===== src/rtl/core/vced_div.sv =====
// restoring divider, one quotient bit per cycle, unsigned
// no dependencies
`default_nettype none
module vced_div #(
  parameter int unsigned NW = 36,
  parameter int unsigned DW = 13
) (
  input  wire logic          clk_i,
  input  wire logic          rst_ni,
  input  wire logic          start_i,
  input  wire logic [NW-1:0] dividend_i,
  input  wire logic [DW-1:0] divisor_i,
  output      logic          done_o,
  output      logic [NW-1:0] quot_o
);

  localparam int unsigned CNT_W = $clog2(NW + 1);

  logic [CNT_W-1:0] cnt_q, cnt_d;
  logic             busy_q, busy_d;
  logic             done_q, done_d;
  logic [NW-1:0]    acc_q, acc_d;
  logic [DW-1:0]    rem_q, rem_d;
  logic [DW-1:0]    div_q, div_d;
  logic [DW:0]      trial;
  logic             qbit;

  always_comb begin
    trial  = {rem_q, acc_q[NW-1]};
    qbit   = trial >= {1'b0, div_q};
    cnt_d  = cnt_q;
    busy_d = busy_q;
    done_d = 1'b0;
    acc_d  = acc_q;
    rem_d  = rem_q;
    div_d  = div_q;
    if (start_i) begin
      cnt_d  = CNT_W'(NW);
      busy_d = 1'b1;
      acc_d  = dividend_i;
      rem_d  = '0;
      div_d  = divisor_i;
    end else if (busy_q) begin
      rem_d = qbit ? DW'(trial - {1'b0, div_q}) : trial[DW-1:0];
      acc_d = {acc_q[NW-2:0], qbit};
      cnt_d = cnt_q - 1'b1;
      if (cnt_q == CNT_W'(1)) begin
        busy_d = 1'b0;
        done_d = 1'b1;
      end
    end
  end

  always_ff @(posedge clk_i or negedge rst_ni) begin
    if (!rst_ni) begin
      cnt_q  <= '0;
      busy_q <= 1'b0;
      done_q <= 1'b0;
    end else begin
      cnt_q  <= cnt_d;
      busy_q <= busy_d;
      done_q <= done_d;
    end
  end

  always_ff @(posedge clk_i) begin
    acc_q <= acc_d;
    rem_q <= rem_d;
    div_q <= div_d;
  end

  assign done_o = done_q;
  assign quot_o = acc_q;

endmodule
`default_nettype wire


===== config.mk =====
export PLATFORM = sky130hd
export DESIGN_NAME = vced_div
export DESIGN_NICKNAME = d
export VERILOG_FILES = /design/src/rtl/core/vced_div.sv
export SDC_FILE = /design/constraint.sdc
export NUM_CORES = 1
export LEC_CHECK = 0
export BUFFER_PORTS_ARGS = -buffer_cell sky130_fd_sc_hd__buf_2
export CAP_MARGIN = 0
export CORE_UTILIZATION = 40
export DETAILED_ROUTE_END_ITERATION = 8
export PLACE_DENSITY = 0.61
export SYNTH_ARGS = -nofsm -noshare
export SYNTH_HDL_FRONTEND = slang
export SYNTH_SLANG_ARGS = --single-unit

===== constraint.sdc =====
create_clock -name clk_i -period 5.9 [get_ports clk_i]
set_input_delay 1.18 -clock clk_i [delete_from_list [all_inputs] [get_ports clk_i]]
set_output_delay 1.18 -clock clk_i [all_outputs]
set_load 0.01 [all_outputs]

# Word-level counts from Yosys, hierarchy flattened
# Index checks and enable logic that the tools add are counted.
# word_totals
register_bits	70
in_bits	52
out_inout_bits	37
wordCells	22
# classes
add_sub_neg	2
n_lt_le_gt_ge	1
eq_ne	1
muxes	11
reduce_logical	1
# ops
operator	count
36-bit two-way mux	2
14-bit by 13-bit greater-or-equal comparator with 1-bit output	1
13-bit two-way mux	1
13-bit subtractor	1
6-bit two-way mux	2
6-bit by 1-bit == test with 1-bit output, second input constant	1
1-bit two-way mux	6
6-bit by 1-bit subtractor with 6-bit output, second input constant	1
2-bit nonzero test	1

# Depth between registers and ports, before layout
# depth
depth_word	4
depth_mapped	11
depth_no_buf	10

# Worst setup path after synthesis
# Ideal clock, no wire load.
# synth_timing
path_type	input to register
start	input start_i
end	register acc_q[0] (netlist: quot_o[0]) (enable)
setup_time_ps	391
arrival_time_ps	2511
t_required_ps	5509
setup_slack_ps	2998
stages	4
path_buffers	2
path_cell_list	clkbuf_1 > clkbuf_1 > nor2_1 > inv_1
# synth_between
elab_chain_len	1
# synth_lines
item	line_no	source
start: declaration	10	input wire logic start_i,
2-bit nonzero test (no line)	-	
end signal: assignment	67	acc_q <= acc_d;
end: declaration	22	logic [NW-1:0] acc_q, acc_d;
# Every way passes these cells.
# A chain may end at the register's enable or synchronous reset.

# Worst setup path in the final report
# layout_timing
start	register acc_q[35] (netlist: quot_o[35])
end	register rem_q[7]
# layout_between
elab_chain_len	2
word_cells_on_any_way	3
cone_classes	add/sub: 1; order compare: 1; mux: 1
# layout_lines
item	line_no	source
13-bit subtractor / 14-bit by 13-bit greater-or-equal comparator with 1-bit output (equally long branches)	44, 30	
13-bit two-way mux *	44	rem_d = qbit ? DW'(trial - {1'b0, div_q}) : trial[DW-1:0];
end signal: assignment	68	rem_q <= rem_d;
end: declaration	23	logic [DW-1:0] rem_q, rem_d;
# Mark *: on every way between the ends. The rest lies on a longest branch, timed or not.

==> impl.org <==
** Layout
- For this run, the post-layout net count is 449.
- Core occupancy in the finished layout :: 0.500
- The sequential cells in the finished layout cover a total of 1930 um^2.
- Counting the fill cells in the layout gives 799.
- Once layout is complete, the cells apart from fillers number 494.
- The repair_antennas step left the layout with diodes totalling 0.
- Highest-count cells in the layout ignoring fill and taps :: 88 x buf_2, 49 x edfxtp_1, 37 x mux2_2, 22 x nor2_1, 20 x inv_1
- Multi-input gate area in the final layout :: 1530 um^2
- In the final layout, the share of cells above drive strength 1 is 0.404.
- Most frequent standard cell in the layout excluding fill and tap cells :: buf_2
- Layout area overhead :: 20.7%

** STA
- Of the available clock period, the critical path in the final layout requires 0.493.
- Fmax :: 344 MHz
- Setup total negative slack on the finished layout was measured at 0 ps.
- Setup repair after global routing left no endpoint under its margin.
- Headroom to the max-slew limit :: 0.342
- Slew Viols, Final :: 0
- Number of failing setup endpoints in the final timing report :: 0
- For the final database, setup skew stands at 11.2 ps.
- Min cycle time layout :: 2910 ps
- The hold violation count in the final report is 0.
- Slew at the pin closest to its max-slew limit :: 978 ps

** Worst setup path
- Following the worst setup path forward leads to its endpoint at rem_q[7].
- The critical path starts at quot_o[35].
- Req. time, crit path :: 6150 ps
- Worst-case reg-to-reg path depth :: 10
- Reg-to-Reg End :: rem_q[7]
- The worst register-to-register path has a setup slack of 2990 ps.
- By startpoint and endpoint, the worst setup path is classified as reg2reg.
- Of all nets on the critical path, the largest fanout is 8.
- Reg-to-reg startpoint :: quot_o[35]
- Critical Path End Type :: flop
- STA classifies the critical path startpoint as a flop.
- For the worst setup path, the data arrival time is 3160 ps.

** Global routing
- Pin count of the biggest net entering global routing :: 46
- The via count of the first global-routing pass was 2490.
- Global routing finished with a remaining overflow of 0.
- Global-route wire length before repair :: 11800 um
- The number of antenna violations at the first check in global routing was 0.
- Overall fraction of global-route tracks in use :: 0.158

** Synth
- In the synthesized netlist the dominant register cell turns out to be edfxtp_1.
- Post-Synth Adder-Cell Area :: 0.0574
- Share of synthesized cell area in and, or, nand and nor gates :: 0.103
- Yosys top cell by area :: edfxtp_1
- Mean instance size in the synthesized netlist :: 12.3 um^2
- The post-synthesis compound-gate area fraction is 0.108.
- Measured against the total synthesized area, the mux share comes to 0.126.
- Largest family of logic cells by synthesized area :: multiplexers
- After synthesis the netlist holds a flip-flop and latch count of 70.
- Of the total synthesized cell area, the portion taken by XOR and XNOR cells is 0.0291.
- Synthesis handed over a netlist of 293 instances.
- Synth area leaders :: edfxtp_1 41%, mux2_2 12%, dfxtp_1 7.2%, dfrtp_1 5.5%, ha_1 5.2%
- For this run, asynchronously set or reset flops after synthesis account for 0.114.
- The share of the Yosys chip area taken by registers is 0.534.
- Yosys top cell area share :: 0.407
- Count of distinct cell types in the synthesized netlist :: 52
- The mapped netlist covers 3620 um^2.
- Number of enable flip-flop cells after synthesis :: 49
- The Yosys step of the flow raised 0 warnings.
- The number of nets handed over by synthesis was 361.

** Outcome
- The flow ran to the end, and the final reports show no timing, DRC or antenna violations.

** Run
- Count of maximum capacitance violations :: 0

** Die
- Core area :: 8720 um^2
- I/O pin cnt :: 89
- From left edge to right edge, the die measures 97.1 um.
- Die Area :: 9420 um^2
- Die height :: 97.1 um
- For this configuration, the core starts out at a cell density of 0.415.
- Number of rows created at floorplan :: 34

** Place
- Buffers placed on the I/O ports in this run total 88.
- HPWL after detailed placement :: 4830 um
- Dpl cells :: 478
- The congestion estimate from routability-driven global placement came to 0.773.

** Clock network
- Resize count post-CTS :: 0
- Clock-pin slew was measured on the worst setup and hold paths at 70 ps.
- TritonCTS created 9 clock buffers.
- The number of setup buffers added after CTS is 0.
- The longest clock path from root to sink contains 2 buffers.
- Number of H-tree levels :: 3
- Clock tree from TritonCTS :: done
- Skew-Pair Late Insertion Delay :: 360 ps
- The number of hold buffers added after CTS was 0.
- Cell at the root of the clock tree :: clkbuf_8
- Clock sink total :: 70

** Detailed routing
- Vias :: 2481
- Number of violations reported at the end of detailed-routing iteration 0 :: 73
- Detail-routed net length per standard cell :: 14.2 um
- Sum of routed wire length over all layers :: 7010 um
- In the routed layout, each cell is associated on average with a via count of 5.02.
- Total DRC errors in the routed layout :: 0
- First-pass detailed-route iteration total :: 4
- Remaining number of nets flagged by the antenna check after routing :: 0

** Power and ir drop
- Portion of total power attributed to sequential cells :: 0.486
- Summed over all cells, the static leakage comes to 1.89 nW.
- Of the total power, combinational logic draws 0.153.
- Internal power :: 0.913 mW
- Of the total power, the share spent switching nets is 0.258.
- In this run the power spent charging and discharging nets is 0.317 mW.
- Across the VDD grid, the largest voltage drop is 0.116 mV.
- The share of total power dissipated in the clock network is 0.361.
- In this run the power density over the cells is 282 nW/um^2.

** Worst hold path
- In this run the worst hold path is classified as reg2reg.
- Along the worst hold path, the cell count comes to 2.
## layer usage
layer  wire length (um)  GRT usage
met3                287     0.0432
met2               3500      0.259
met4                118     0.0700
met5                  0          0
met1               3110      0.194
## worst min-delay path by stage
stage | slack [ps] | end | start
floorplan | 460 | rem_q[2] | rem_q[2]
global placement | 490 | rem_q[2] | rem_q[2]
detailed placement | 500 | rem_q[2] | rem_q[2]
CTS | 510 | rem_q[4] | rem_q[4]
global route | 520 | rem_q[6] | rem_q[6]
finish | 500 | rem_q[2] | rem_q[2]
## power by group through the flow
stage | clock network, mW | logic, mW | registers, mW
floorplan | 0 | 0.113 | 0.620
global placement | 0 | 0.187 | 0.608
detailed placement | 0 | 0.190 | 0.609
CTS | 0.458 | 0.192 | 0.598
global route | 0.479 | 0.211 | 0.605
finish | 0.444 | 0.189 | 0.598
## metrics by stage
step                      total power, mW  instance area (um^2)  setup slack (ps)  hold WS, ps
after floorplan                     0.733                  3620              3000          464
after global placement              0.795                  4140              2820          486
after detailed placement            0.800                  4140              2790          498
after CTS                            1.25                  4360              2970          511
after global routing                 1.30                  4360              2840          520
final                                1.23                  4360              2990          501
## logic make-up (layout without fill, tap and decap cells)
kind of cell             Yosys count  after routing
AO/OA/AOI/OAI                     51             51
XOR/XNOR                          12             12
adder cells (fa/ha/maj)           16             16
buffers and inverters             34            127
flip-flops                        70             70
multiplexers                      41             41
AND/OR/NAND/NOR                   69             69
## worst max-delay path, cell delays in order, from the launching register on
cell	delay, ps
edfxtp_1	380
inv_1	130
ha_1	170
inv_1	50
fa_1	410
a211o_1	300
a211oi_1	260
o2111a_2	320
or2_1	380
nand2_1	140
a311oi_2	270
## Yosys cell counts (2+ instances only)
cell type and number:
mux2i_1 4, or3b_2 2, inv_1 20, and2_1 2, nor2_1 22, ha_1 15
a21boi_0 2, clkbuf_1 9, dfrtp_1 8, xnor2_1 8, o21bai_1 2, a21oi_1 12
buf_4 2, o21ai_1 2, xor2_1 4, a211oi_1 6, nand2b_1 10, or3_1 2
and3_1 2, a31o_2 2, edfxtp_1 49, a311oi_2 5, nor3_1 2, mux2_2 37
nand2_1 14, nor2b_1 3, dfxtp_1 13, a21o_1 3, o21ai_0 4, o31ai_1 2
o211ai_1 4
## registers in the layout (all words and copies together), names as in the netlist
register	count
done_o	1
cnt_q	6
div_q	13
quot_o	36
rem_q	13
busy_q	1
## layout make-up
| class | instances | area share |
|---|---|---|
| sequential | 70 | 0.443 |
| clock inverter | 7 | 0.0238 |
| clock buffer | 9 | 0.0284 |
| timing repair buffer | 91 | 0.106 |
| inverter | 20 | 0.0172 |
| multi-input combinational | 189 | 0.351 |
| tap | 108 | 0.0310 |
No activity file was read; power rests on OpenSTA's default activity.
